File: config.mk
export PLATFORM = sky130hd
export DESIGN_NAME = sprite_frame_sequencer
export DESIGN_NICKNAME = d
export VERILOG_FILES = /design/src/hw/rtl/sfs_pkg.sv /design/src/hw/rtl/sfs_dur_mem.sv /design/src/hw/rtl/sfs_mod_unit.sv /design/src/hw/rtl/sprite_frame_sequencer.sv
export SDC_FILE = /design/constraint.sdc
export NUM_CORES = 1
export LEC_CHECK = 0
export BUFFER_PORTS_ARGS = -buffer_cell sky130_fd_sc_hd__buf_4
export CAP_MARGIN = 0
export CORE_UTILIZATION = 65
export CTS_BUF_LIST = sky130_fd_sc_hd__clkbuf_4 sky130_fd_sc_hd__clkbuf_8
export DETAILED_ROUTE_END_ITERATION = 12
export PLACE_DENSITY = 0.83
export SETUP_SLACK_MARGIN = 0.05
export SLEW_MARGIN = 20
export SYNTH_ARGS = -nofsm -noshare
export SYNTH_HDL_FRONTEND = slang
export SYNTH_SLANG_ARGS = --single-unit
File: constraint.sdc
create_clock -name clk -period 9.8 [get_ports clk]
set_input_delay 1.47 -clock clk [delete_from_list [all_inputs] [get_ports clk]]
set_output_delay 1.47 -clock clk [all_outputs]
set_load 0.005 [all_outputs]
File: src/hw/rtl/sfs_pkg.sv
// Shared types and constants of the sprite frame sequencer.
package sfs_pkg;

  // Field widths of the request, result and configuration channels.
  localparam int ACTION_W   = 2;
  localparam int SLOT_W     = 4;
  localparam int VALUE_W    = 32;
  localparam int INDEX_W    = 4;
  localparam int FC_W       = 5;
  localparam int MODE_W     = 2;
  localparam int DDUR_W     = 16;
  localparam int CFG_IDX_W  = 2;
  localparam int CFG_DATA_W = 16;
  localparam int IN_DATA_W  = 40;
  localparam int OUT_DATA_W = 8;

  // Frame counters hold any count up to 256 frames.
  localparam int CNT_W = 9;

  localparam logic [DDUR_W-1:0] DEFAULT_DURATION_RST = 16'd83;
  localparam logic [DDUR_W-1:0] FALLBACK_DURATION    = 16'd83;

  localparam logic [ACTION_W-1:0] ACT_ADVANCE = 2'd0;
  localparam logic [ACTION_W-1:0] ACT_SET     = 2'd1;
  localparam logic [ACTION_W-1:0] ACT_LOAD    = 2'd2;

  localparam logic [MODE_W-1:0] MODE_ONCE     = 2'd0;
  localparam logic [MODE_W-1:0] MODE_HOLD     = 2'd1;
  localparam logic [MODE_W-1:0] MODE_LOOP     = 2'd2;
  localparam logic [MODE_W-1:0] MODE_PINGPONG = 2'd3;

  localparam logic [CFG_IDX_W-1:0] CFG_FRAME_COUNT      = 2'd0;
  localparam logic [CFG_IDX_W-1:0] CFG_LOOP_MODE        = 2'd1;
  localparam logic [CFG_IDX_W-1:0] CFG_DEFAULT_DURATION = 2'd2;

  typedef enum logic [4:0] {
    ST_IDLE = 5'b00001,
    ST_SUM  = 5'b00010,
    ST_MOD  = 5'b00100,
    ST_WALK = 5'b01000,
    ST_DONE = 5'b10000
  } seq_state_t;

endpackage

File: src/hw/rtl/sfs_dur_mem.sv
// Frame duration memory with one write port, one registered read port and per-entry valid bits.
module sfs_dur_mem
  import sfs_pkg::*;
#(
  parameter int DEPTH = 16,
  parameter int AW    = 4,
  parameter int DW    = 16
) (
  input  logic          clk,
  input  logic          rst_n,
  input  logic          wr_en,
  input  logic [AW-1:0] wr_addr,
  input  logic [DW-1:0] wr_data,
  input  logic          rd_en,
  input  logic [AW-1:0] rd_addr,
  output logic [DW-1:0] rd_data
);

  logic [DW-1:0]    mem_q [DEPTH];
  logic [DEPTH-1:0] valid_r;
  logic [DW-1:0]    rd_q_r;
  logic             rd_vld_r;

  always_ff @(posedge clk) begin
    if (wr_en) begin
      mem_q[wr_addr] <= wr_data;
    end
    if (rd_en) begin
      rd_q_r <= mem_q[rd_addr];
    end
  end

  // An entry never written since reset reads as zero, which selects the default duration.
  always_ff @(posedge clk) begin
    if (!rst_n) begin
      valid_r  <= '0;
      rd_vld_r <= 1'b0;
    end else begin
      if (wr_en) begin
        valid_r[wr_addr] <= 1'b1;
      end
      if (rd_en) begin
        rd_vld_r <= valid_r[rd_addr];
      end
    end
  end

  assign rd_data = rd_vld_r ? rd_q_r : '0;

endmodule

File: src/hw/rtl/sfs_mod_unit.sv
// Restoring remainder unit that retires one dividend bit per cycle.
module sfs_mod_unit
  import sfs_pkg::*;
#(
  parameter int DVD_W = 32,
  parameter int DIV_W = 25
) (
  input  logic             clk,
  input  logic             rst_n,
  input  logic             start,
  input  logic [DVD_W-1:0] dividend,
  input  logic [DIV_W-1:0] divisor,
  output logic             busy,
  output logic             done,
  output logic [DIV_W-1:0] remainder
);

  localparam int CW = $clog2(DVD_W + 1);

  logic [DVD_W-1:0] dvd_r;
  logic [DIV_W-1:0] div_r;
  logic [DIV_W-1:0] rem_r;
  logic [CW-1:0]    cnt_r;
  logic             busy_r;
  logic             done_r;
  logic [DIV_W:0]   trial;
  logic [DIV_W:0]   diff;
  logic             fits;
  logic [DIV_W-1:0] rem_nxt;

  assign trial   = {rem_r, dvd_r[DVD_W-1]};
  assign diff    = trial - {1'b0, div_r};
  assign fits    = trial >= {1'b0, div_r};
  // The partial remainder stays below the divisor, so both choices fit in DIV_W bits.
  assign rem_nxt = fits ? diff[DIV_W-1:0] : trial[DIV_W-1:0];

  always_ff @(posedge clk) begin
    if (!rst_n) begin
      busy_r <= 1'b0;
      done_r <= 1'b0;
      cnt_r  <= '0;
    end else begin
      done_r <= 1'b0;
      if (start) begin
        dvd_r  <= dividend;
        div_r  <= divisor;
        rem_r  <= '0;
        cnt_r  <= CW'(DVD_W);
        busy_r <= 1'b1;
      end else if (busy_r) begin
        rem_r <= rem_nxt;
        dvd_r <= {dvd_r[DVD_W-2:0], 1'b0};
        cnt_r <= cnt_r - 1'b1;
        if (cnt_r == CW'(1)) begin
          busy_r <= 1'b0;
          done_r <= 1'b1;
        end
      end
    end
  end

  assign busy      = busy_r;
  assign done      = done_r;
  assign remainder = rem_r;

  assert property (@(posedge clk) disable iff (!rst_n) done_r |-> rem_r < div_r)
    else $error("remainder not below divisor at completion");
  assert property (@(posedge clk) disable iff (!rst_n) start |-> !busy_r)
    else $error("remainder unit started while busy");
  assert property (@(posedge clk) disable iff (!rst_n) busy_r |=> busy_r || done_r)
    else $error("remainder unit left busy without completing");

endmodule

File: src/hw/rtl/sprite_frame_sequencer.sv
// Top level of the sprite frame sequencer: request decode, frame sequencer and result register.
//
// Each request advances or sets the clip time, loads one frame duration or does nothing,
// after which the current frame index is recomputed and returned as one result. The number
// of active frames is the frame count, at most MAX_FRAMES. With no clip the result is loaded
// without a sweep. Otherwise the single read port of the duration memory is swept once to
// total the clip and once more to find the frame; in once and hold modes the second sweep is
// skipped when the time is already past the end of the clip, and in loop mode the remainder
// unit, which retires one time bit per cycle, runs between the two sweeps. The result is
// loaded once the output register is free, and the next request is accepted in the cycle
// after that. The next request is taken while a finished result still waits on the output.
// The duration memory needs no clearing pass after reset.
module sprite_frame_sequencer
  import sfs_pkg::*;
#(
  parameter int MAX_FRAMES    = 16,
  parameter int TIME_BITS     = 32,
  parameter int DURATION_BITS = 16
) (
  input  logic                  clk,
  input  logic                  rst_n,
  input  logic                  in_tvalid,
  output logic                  in_tready,
  // [1:0] action, [5:2] frame_slot, [37:6] value, [39:38] zero
  input  logic [IN_DATA_W-1:0]  in_tdata,
  output logic                  out_tvalid,
  input  logic                  out_tready,
  // [3:0] frame_index, [4] finished, [7:5] zero
  output logic [OUT_DATA_W-1:0] out_tdata,
  input  logic                  cfg_valid,
  output logic                  cfg_ready,
  input  logic [CFG_IDX_W-1:0]  cfg_index,
  input  logic [CFG_DATA_W-1:0] cfg_data
);

  localparam int AW    = (MAX_FRAMES > 1) ? $clog2(MAX_FRAMES) : 1;
  localparam int TK_W  = (DURATION_BITS > DDUR_W) ? DURATION_BITS : DDUR_W;
  localparam int TOT_W = TK_W + CNT_W;
  localparam int CMP_W = (TIME_BITS > TOT_W) ? TIME_BITS : TOT_W;
  localparam int EXT_W = ((TIME_BITS > VALUE_W) ? TIME_BITS : VALUE_W) + 1;
  localparam logic [CNT_W-1:0] MAX_N = CNT_W'(MAX_FRAMES);
  localparam logic [EXT_W-1:0] TMAX_EXT =
    {{(EXT_W-TIME_BITS){1'b0}}, {TIME_BITS{1'b1}}};
  localparam logic [VALUE_W:0] DMAX_EXT =
    {{(VALUE_W+1-DURATION_BITS){1'b0}}, {DURATION_BITS{1'b1}}};

  // Configuration registers
  logic [FC_W-1:0]   frame_count_r;
  logic [MODE_W-1:0] loop_mode_r;
  logic [DDUR_W-1:0] default_duration_r;

  // Sequencer state
  seq_state_t         state_r, state_nxt;
  logic [TIME_BITS-1:0] local_time_r, local_time_nxt;
  logic [CNT_W-1:0]   addr_r, addr_nxt;
  logic [CNT_W-1:0]   rd_idx_r;
  logic               rd_pend_r;
  logic [TOT_W-1:0]   total_r, total_nxt;
  logic [CMP_W-1:0]   t_r, t_nxt;
  logic [CNT_W-1:0]   res_idx_r, res_idx_nxt;
  logic               res_fin_r, res_fin_nxt;
  logic               out_tvalid_r, out_tvalid_nxt;
  logic [INDEX_W-1:0] out_idx_r, out_idx_nxt;
  logic               out_fin_r, out_fin_nxt;

  // Request fields
  logic [ACTION_W-1:0] in_action;
  logic [SLOT_W-1:0]   in_slot;
  logic [VALUE_W-1:0]  in_value;
  logic                in_accept;

  logic [CNT_W-1:0]         fc_ext;
  logic [CNT_W-1:0]         n_act;
  logic [CNT_W-1:0]         last;
  logic [CNT_W-1:0]         slot_ext;
  logic                     slot_ok;
  logic [DURATION_BITS-1:0] dur_sat;
  logic [EXT_W-1:0]         adv_sum;
  logic [EXT_W-1:0]         val_ext;
  logic [TIME_BITS-1:0]     adv_time;
  logic [TIME_BITS-1:0]     set_time;

  logic                     mem_we;
  logic                     rd_en;
  logic [DURATION_BITS-1:0] rd_data;
  logic [DDUR_W-1:0]        dflt_dur;
  logic [TK_W-1:0]          tick;
  logic [TOT_W-1:0]         total_sum;
  logic [CMP_W-1:0]         tick_cmp;
  logic                     found;

  logic                 mod_start;
  logic                 mod_busy;
  logic                 mod_done;
  logic [TOT_W-1:0]     mod_rem;

  assign in_action = in_tdata[1:0];
  assign in_slot   = in_tdata[5:2];
  assign in_value  = in_tdata[37:6];
  assign in_tready = (state_r == ST_IDLE);
  assign in_accept = in_tvalid && in_tready;

  // Counts above the memory depth fall back to the full depth.
  assign fc_ext   = CNT_W'(frame_count_r);
  assign n_act    = (fc_ext > MAX_N) ? MAX_N : fc_ext;
  assign last     = n_act - 1'b1;
  assign slot_ext = CNT_W'(in_slot);
  assign slot_ok  = slot_ext < MAX_N;

  assign dur_sat  = ({1'b0, in_value} > DMAX_EXT) ? {DURATION_BITS{1'b1}}
                                                  : in_value[DURATION_BITS-1:0];
  assign adv_sum  = EXT_W'(local_time_r) + EXT_W'(in_value);
  assign val_ext  = EXT_W'(in_value);
  assign adv_time = (adv_sum > TMAX_EXT) ? {TIME_BITS{1'b1}} : adv_sum[TIME_BITS-1:0];
  assign set_time = (val_ext > TMAX_EXT) ? {TIME_BITS{1'b1}} : val_ext[TIME_BITS-1:0];

  assign mem_we = in_accept && (in_action == ACT_LOAD) && slot_ok;
  assign rd_en  = ((state_r == ST_SUM) && (addr_r < n_act)) ||
                  ((state_r == ST_WALK) && (addr_r < last));

  // A stored duration of zero selects the default, and a zero default selects the fallback.
  assign dflt_dur  = (default_duration_r != '0) ? default_duration_r : FALLBACK_DURATION;
  assign tick      = (rd_data != '0) ? TK_W'(rd_data) : TK_W'(dflt_dur);
  assign total_sum = total_r + TOT_W'(tick);
  assign tick_cmp  = CMP_W'(tick);
  assign found     = t_r < tick_cmp;

  assign mod_start = (state_r == ST_SUM) && !rd_en && (loop_mode_r == MODE_LOOP);

  sfs_dur_mem #(
    .DEPTH (MAX_FRAMES),
    .AW    (AW),
    .DW    (DURATION_BITS)
  ) u_dur_mem (
    .clk     (clk),
    .rst_n   (rst_n),
    .wr_en   (mem_we),
    .wr_addr (slot_ext[AW-1:0]),
    .wr_data (dur_sat),
    .rd_en   (rd_en),
    .rd_addr (addr_r[AW-1:0]),
    .rd_data (rd_data)
  );

  sfs_mod_unit #(
    .DVD_W (TIME_BITS),
    .DIV_W (TOT_W)
  ) u_mod_unit (
    .clk       (clk),
    .rst_n     (rst_n),
    .start     (mod_start),
    .dividend  (local_time_r),
    .divisor   (total_sum),
    .busy      (mod_busy),
    .done      (mod_done),
    .remainder (mod_rem)
  );

  always_comb begin
    state_nxt      = state_r;
    local_time_nxt = local_time_r;
    addr_nxt       = rd_en ? addr_r + 1'b1 : addr_r;
    total_nxt      = total_r;
    t_nxt          = t_r;
    res_idx_nxt    = res_idx_r;
    res_fin_nxt    = res_fin_r;
    out_tvalid_nxt = out_tvalid_r && !out_tready;
    out_idx_nxt    = out_idx_r;
    out_fin_nxt    = out_fin_r;

    unique case (state_r)
      ST_IDLE: begin
        if (in_accept) begin
          case (in_action)
            ACT_ADVANCE: begin
              if (n_act != '0) begin
                local_time_nxt = adv_time;
              end
            end
            ACT_SET: local_time_nxt = set_time;
            default: local_time_nxt = local_time_r;
          endcase
          addr_nxt  = '0;
          total_nxt = '0;
          if (n_act == '0) begin
            res_idx_nxt = '0;
            res_fin_nxt = 1'b0;
            state_nxt   = ST_DONE;
          end else begin
            state_nxt = ST_SUM;
          end
        end
      end
      ST_SUM: begin
        if (rd_pend_r) begin
          total_nxt = total_sum;
        end
        // The last read returns in the cycle after the final address was issued.
        if (!rd_en) begin
          addr_nxt = '0;
          if (loop_mode_r == MODE_LOOP) begin
            state_nxt = ST_MOD;
          end else if (CMP_W'(local_time_r) >= CMP_W'(total_sum)) begin
            res_idx_nxt = last;
            res_fin_nxt = (loop_mode_r == MODE_ONCE);
            state_nxt   = ST_DONE;
          end else begin
            t_nxt       = CMP_W'(local_time_r);
            res_fin_nxt = 1'b0;
            state_nxt   = ST_WALK;
          end
        end
      end
      ST_MOD: begin
        addr_nxt = '0;
        if (mod_done) begin
          t_nxt       = CMP_W'(mod_rem);
          res_fin_nxt = 1'b0;
          state_nxt   = ST_WALK;
        end
      end
      ST_WALK: begin
        if (rd_pend_r && found) begin
          res_idx_nxt = rd_idx_r;
          state_nxt   = ST_DONE;
        end else begin
          if (rd_pend_r) begin
            t_nxt = t_r - tick_cmp;
          end
          if (!rd_pend_r && !rd_en) begin
            res_idx_nxt = last;
            state_nxt   = ST_DONE;
          end
        end
      end
      ST_DONE: begin
        if (!out_tvalid_r || out_tready) begin
          out_tvalid_nxt = 1'b1;
          out_idx_nxt    = res_idx_r[INDEX_W-1:0];
          out_fin_nxt    = res_fin_r;
          state_nxt      = ST_IDLE;
        end
      end
      default: state_nxt = ST_IDLE;
    endcase
  end

  always_ff @(posedge clk) begin
    if (!rst_n) begin
      state_r      <= ST_IDLE;
      local_time_r <= '0;
      addr_r       <= '0;
      rd_pend_r    <= 1'b0;
      out_tvalid_r <= 1'b0;
    end else begin
      state_r      <= state_nxt;
      local_time_r <= local_time_nxt;
      addr_r       <= addr_nxt;
      rd_pend_r    <= rd_en;
      out_tvalid_r <= out_tvalid_nxt;
    end
  end

  always_ff @(posedge clk) begin
    rd_idx_r  <= addr_r;
    total_r   <= total_nxt;
    t_r       <= t_nxt;
    res_idx_r <= res_idx_nxt;
    res_fin_r <= res_fin_nxt;
    out_idx_r <= out_idx_nxt;
    out_fin_r <= out_fin_nxt;
  end

  assign cfg_ready = 1'b1;

  always_ff @(posedge clk) begin
    if (!rst_n) begin
      frame_count_r      <= '0;
      loop_mode_r        <= MODE_ONCE;
      default_duration_r <= DEFAULT_DURATION_RST;
    end else if (cfg_valid && cfg_ready) begin
      unique case (cfg_index)
        CFG_FRAME_COUNT:      frame_count_r      <= cfg_data[FC_W-1:0];
        CFG_LOOP_MODE:        loop_mode_r        <= cfg_data[MODE_W-1:0];
        CFG_DEFAULT_DURATION: default_duration_r <= cfg_data;
        default:              frame_count_r      <= frame_count_r;
      endcase
    end
  end

  assign out_tvalid = out_tvalid_r;
  assign out_tdata  = {{(OUT_DATA_W-INDEX_W-1){1'b0}}, out_fin_r, out_idx_r};

  assert property (@(posedge clk) disable iff (!rst_n) mod_done |-> state_r == ST_MOD)
    else $error("remainder completed outside the remainder phase");
  assert property (@(posedge clk) disable iff (!rst_n) in_accept |=> !in_tready)
    else $error("request taken while the previous one is still in work");
  assert property (@(posedge clk) disable iff (!rst_n)
                   (state_r == ST_WALK) && rd_pend_r |-> rd_idx_r < last)
    else $error("frame search read beyond the last frame");
  assert property (@(posedge clk) disable iff (!rst_n) mod_busy |-> state_r == ST_MOD)
    else $error("remainder unit busy outside the remainder phase");

endmodule

# == Yosys cells after proc, flatten, opt, wreduce, memory -nomap -nowiden ==
# Memory sizes are Yosys's and may differ from the RTL's. A register that Yosys moved wholly into a read port is not among the register bits.
# Index checks and enable logic that the tools add are counted.
# totals
mem_bits_rw,256
mem_count,1
register_bits,249
inputBits,63
out_inout_bits,11
word_cells,182
# memory_table
name,depth,word_bits,rd,rd_clocked_by_memory_dff,wr,line,rtl
u_dur_mem.mem_q,16,16,1,1,1,sfs_dur_mem.sv:19,logic [DW-1:0] mem_q [DEPTH];
# op_classes
n_bitwise,3
muxes,66
magnitude_cmp,13
n_eq_ne,24
n_reduce_logical,44
add_sub_neg,7
# op_table
op,n
$mux 32,11
$mux 25,4
$pmux 32 s3,1
$mux 16,4
$pmux 32 s2,1
$mux 5,10
$pmux 25 s2,1
$add 32x32->33,1
$gt 33x32->1 const B,1
$ge 32x25->1,1
$gt 32x16->1 const B,1
$gt 32x32->1 const B,1
$lt 32x16->1,1
$reduce_bool 16->1,2
$sub 32x16->32,1
$mux 4,7
$mux 9,3
$pmux 9 s3,1
$ge 26x25->1,1
$add 25x16->25,1
$pmux 5 s5,1
$sub 25x25->25,1
$mux 1,16
$ne 2x2->1 const B,8
other kinds (41),77

# == Depth between registers and ports, before layout ==
# depth
ltp_word,11
depth_mapped,25
ltp_nobuf,24

# == By module ==
# From an unflattened synthesis, not the netlist that was laid out.
# unflattened
hier_cells,2098
hier_area_um2,26372.8
# by_module_without_submodules
module,seq_area_each_um2,cells_each,n_inst,area_per_inst_um2
sfs_dur_mem,8508.2,463,1,10920.5
sprite_frame_sequencer,3513.4,1216,1,10502.6
sfs_mod_unit,2622.5,419,1,4949.7

# == Worst setup path before layout ==
# Ideal clock, no wire load.
# synth_path
kind,reg2reg
start,register u_dur_mem.rd_q_r[2] (read register of u_dur_mem.mem_q)
end,"register t_r[0], enable pin"
n_path_buf,1
arrival_ns,6.500
period_less_slack_ns,6.961
required_time_ns,9.339
stages_incl_launch_ff,26
setup_time_ns,0.461
slack_ns,2.839
path_cell_list,edfxtp_1 nor4_1 nand4_1 nand2_1 clkbuf_1 o21ai_0 nand2_1 ha_1 fa_1 a21oi_1 o21ai_0 a21oi_1 o21a_1 o311ai_0 a21oi_1 nor2_1 xnor2_1 ha_1 nor2b_1 o21ai_0 nand2b_1 a211oi_1 or2_2 and3_1 a211oi_1 nor3_1
# synth_between
elab_chain_cells,7
word_cells_on_any_way,10
classes_between,add/sub (1); order compare (2); eq/ne (2); mux (2); reduce/logical (3)
# synth_rtl
item,line,rtl
from (decl),sfs_dur_mem.sv:21,logic [DW-1:0] rd_q_r;
$mux 16 (*),sfs_dur_mem.sv:48,assign rd_data = rd_vld_r ? rd_q_r : '0;
$reduce_bool 16->1,sprite_frame_sequencer.sv:123,assign tick = (rd_data != '0) ? TK_W'(rd_data) : TK_W'(dflt_dur);
$mux 16 (*),sprite_frame_sequencer.sv:123,
$add 25x16->25 or $lt 32x16->1 (tied branches),"sprite_frame_sequencer.sv:124, sprite_frame_sequencer.sv:126",
$ge 32x25->1 or $logic_and 1x1->1 (tied branches),"sprite_frame_sequencer.sv:203, sprite_frame_sequencer.sv:223",
$ne 2x2->1 (no line),--,
$reduce_and 7->1 (no line) (*),--,
to (signal assigned),sprite_frame_sequencer.sv:267,t_r <= t_nxt;
to (decl),sprite_frame_sequencer.sv:59,"logic [CMP_W-1:0] t_r, t_nxt;"
# Every way passes the cells marked *; elsewhere a longest branch is shown, timed or not.
# A chain may end at the register's enable or synchronous reset.

# == Worst setup path after layout ==
# layout_path
start,register u_dur_mem.rd_q_r[10] (read register of u_dur_mem.mem_q)
end,"register t_r[31], enable pin"
# Same word-level chain as after synthesis.

==> impl_metrics.csv <==
group,metric,value,unit
yosys,seq_area_frac_synth,55.57,%
die,initial_core_util,66.17,%
die,io_pins,74,
detailed_routing,drtAntennaViolNets,0,
sta,post-route-period-util,67.46,%
yosys,post_synth.cell_area_avg,12.56,um^2
setup_path,crit_start,"u_dur_mem.rd_q_r[10]",
setup_path,required,10080,ps
yosys,synth-seq-cells,521,
setup_path,cp_slowest_stage_delay,470,ps
pwr,pwr-share-comb,9.8,%
pwr,clkPwrFrac,39.5,%
global_route,grt.overflow.total,0,
global_route,antenna_found_initial,3,
clock_tree,cts_inserted_buffers,85,
placement,dp_hpwl,44960,um
sta,finClkSkew,47.25,ps
setup_path,crit_buf_inv,1,
global_route,grt.total_usage,32.68,%
setup_path,cpMaxStageDelayCell,"a31oi_1",
yosys,synth-edff-count,421,
finish,diodes,0,
pwr,finalPower,0.004891,W
setup_path,crit_fanout,32,
finish,nets,2396,
setup_path,rr_startpoint,"u_dur_mem.rd_q_r[10]",
sta,slew_headroom,27.81,%
global_route,grt_pass1_wl,102000,um
clock_tree,cts.repair.resized,0,
yosys,ys.flop_type,"edfxtp_1",
yosys,synthArstFlopShare,0,%
pwr,p_leak,11.46,nW
status,status,"finished clean",
sta,rsz0062_at_grt,"no",
pwr,p_switching,0.001236,W
setup_path,r2r_setup_slack,3190,ps
pwr,intPower,0.003654,W
setup_path,critPathLaunchType,"flip-flop",
yosys,synth.distinct_cells,82,
sta,setup_viol,0,
die,fp.dieH,203.4,um
die,dieArea,0.04135,mm^2
sta,drv_slew,0,
placement,routabilityCongestion,0.9742,
detailed_routing,via_count,18187,
finish,drive_above_1_share,18.12,%
clock_tree,worstSkewPairLatency,670,ps
detailed_routing,drtIter0Drc,1882,
finish,layout_common_cells,"421 x edfxtp_1, 174 x nand2_1, 137 x nor2_1",
detailed_routing,vias_per_cell,6.512,
pwr,vdd_drop_max,157.9,uV
global_route,grt_pass1_vias,18106,
yosys,syn_inst,2098,
pwr,switching_share,25.28,%
clock_tree,root_buffer,"clkbuf_8",
setup_path,path_delay_family,"compound AO/OA/AOI/OAI gates",
clock_tree,ctsHoldBuffers,0,
die,rows,73,
yosys,synth_warnings,0,
sta,finalCriticalPeriod,6611,ps
setup_path,reg2regPathDepth,25,
yosys,syn_area,0.02635,mm^2
placement,portBuffers,67,
yosys,synthTopCellsByArea,"edfxtp_1 48%, dfxtp_1 7.6%, mux4_2 7.3%",
die,die_w,203.4,um
yosys,synth_area_leader_cell,"edfxtp_1",
setup_path,r2r-end,"t_r[31]",
sta,worst_pin_slew,1083,ps
setup_path,crit_type,"reg2reg",
pwr,pwr-share-seq,50.8,%
clock_tree,cts-htree-levels,3,
sta,finalSetupTns,0,ps
global_route,grt_max_degree,72,
clock_tree,clk_pin_slew,60,ps
setup_path,path_depth,25,
setup_path,critPathArrivalTime,6890,ps
setup_path,end_kind,"flip-flop",
detailed_routing,drt_first_pass_iters,5,
detailed_routing,wl_per_cell,23.69,um
yosys,synth_top_area_share,47.97,%
clock_tree,cts.sinks,521,
run,cap_violations,0,
detailed_routing,drc,0,
pwr,power_per_cell_area,167.7,mW/mm^2
setup_path,endpoint,"t_r[31]",
die,core_region_area,0.03982,mm^2
clock_tree,postCtsSetupRepairBufs,0,
clock_tree,cts_tree,"yes",
sta,hold_violations,0,
min_path,hold_path_class,"reg2reg",
finish,fillers,2573,
clock_tree,clockBufferDepth,3,
detailed_routing,wl,66170,um
placement,dp_cells,2636,
sta,fmax,151.3,MHz
finish,stdcell_count,2793,
finish,final_common_cell,"edfxtp_1",
finish,areaGrowthSynthToFinish,10.68,%
[kinds of logic (layout without fill, tap and decap cells)]
| family | after synthesis | in the layout | synth area share, % |
|---|---|---|---|
| compound gates | 428 | 428 | 11.10 |
| xor+xnor | 107 | 107 | 3.556 |
| fa+ha+maj | 135 | 135 | 6.524 |
| buf+inv | 183 | 351 | 2.858 |
| flops | 521 | 521 | 55.57 |
| mux | 148 | 148 | 9.823 |
| other cells | 2 | 4 | 0.02850 |
| simple gates | 574 | 574 | 10.54 |
[flip-flops by register name, summed over array words and instances (netlist names), 2 cells and up]
signal,count
out_idx_r,4
frame_count_r,5
u_mod_unit.remainder,25
u_mod_unit.div_r,25
total_r,25
u_mod_unit.cnt_r,6
u_dur_mem.rd_q_r,16
addr_r,9
u_mod_unit.dvd_r,32
u_dur_mem.mem_q,256
res_idx_r,4
state_r,5
rd_idx_r,4
loop_mode_r,2
local_time_r,32
default_duration_r,16
t_r,32
u_dur_mem.valid_r,16
[power by group through the flow]
stage	clock (W)	combinational [W]	sequential [W]
floorplan	0	0.000324	0.00250
global placement	0	0.000446	0.00252
detailed placement	0	0.000464	0.00253
CTS	0.00195	0.000469	0.00248
global route	0.00204	0.000523	0.00248
finish	0.00193	0.000478	0.00248
[per-layer routing]
metal	GRT usage, %	vias up	part of all wire [%]
li1	-	8167	-
met1	43.20	8860	39
met5	0	-	0.014
met3	5.960	183	9.1
met4	15.06	2	4.0
met2	52.84	975	48
[worst register-to-register path, cell delays in order (launching register included)]
cell and delay (ps):
edfxtp_1 400, nor4_1 420, nand4_1 140, nand2_1 380, o21a_1 210, a21o_1 220
ha_1 280, a21o_1 150, a21oi_1 280, o211ai_1 170, a31oi_1 360, o211ai_1 230
a31oi_1 470, nor2b_1 120, xnor2_1 300, ha_1 310, a21oi_1 160, nor2b_1 60
o21ai_0 170, nand2b_1 100, o21ai_0 190, or2_2 190, and3_1 230, a211oi_1 70
nor3_2 160, buf_4 440
[cell type report]
| type | instances | area, um^2 | area share [%] |
|---|---|---|---|
| inverter | 95 | 356.6 | 1.223 |
| multi-input combinational | 1396 | 11030 | 37.80 |
| clock inverter | 32 | 197.7 | 0.6778 |
| clock buffer | 125 | 1539 | 5.276 |
| tap | 525 | 656.9 | 2.252 |
| sequential | 521 | 14650 | 50.22 |
| timing repair buffer | 99 | 743.2 | 2.548 |
[worst min path at each step]
stage,slack (ps),cells past startpoint,to,start
final,400,0,rd_idx_r[1],addr_r[1]
after global routing,410,0,rd_idx_r[1],addr_r[1]
after CTS,400,0,rd_idx_r[1],addr_r[1]
after detailed placement,390,0,rd_idx_r[1],addr_r[1]
after global placement,390,0,rd_idx_r[1],addr_r[1]
after floorplan,350,0,rd_idx_r[0],addr_r[0]
[synth_stat cells (51+ instances only)]
| master | number |
|---|---|
| a21oi_1 | 83 |
| ha_1 | 131 |
| nand2_1 | 175 |
| edfxtp_1 | 421 |
| xor2_1 | 51 |
| dfxtp_1 | 100 |
| nor2_1 | 141 |
| xnor2_1 | 56 |
| mux4_2 | 85 |
| clkbuf_1 | 56 |
| o21ai_0 | 80 |
| inv_1 | 95 |
[stage by stage]
step	setup WS (ps)	util (%)	area, um^2	hold slack, ps
after global routing	2621	73.24	29170	410.6
after CTS	3229	73.20	29150	400.5
final	3189	73.24	29170	404.0
after floorplan	2839	-	26360	351.9
after global placement	3472	68.82	27410	390.4
after detailed placement	3312	68.84	27410	389.4
(Power assumes the default switching activity.)
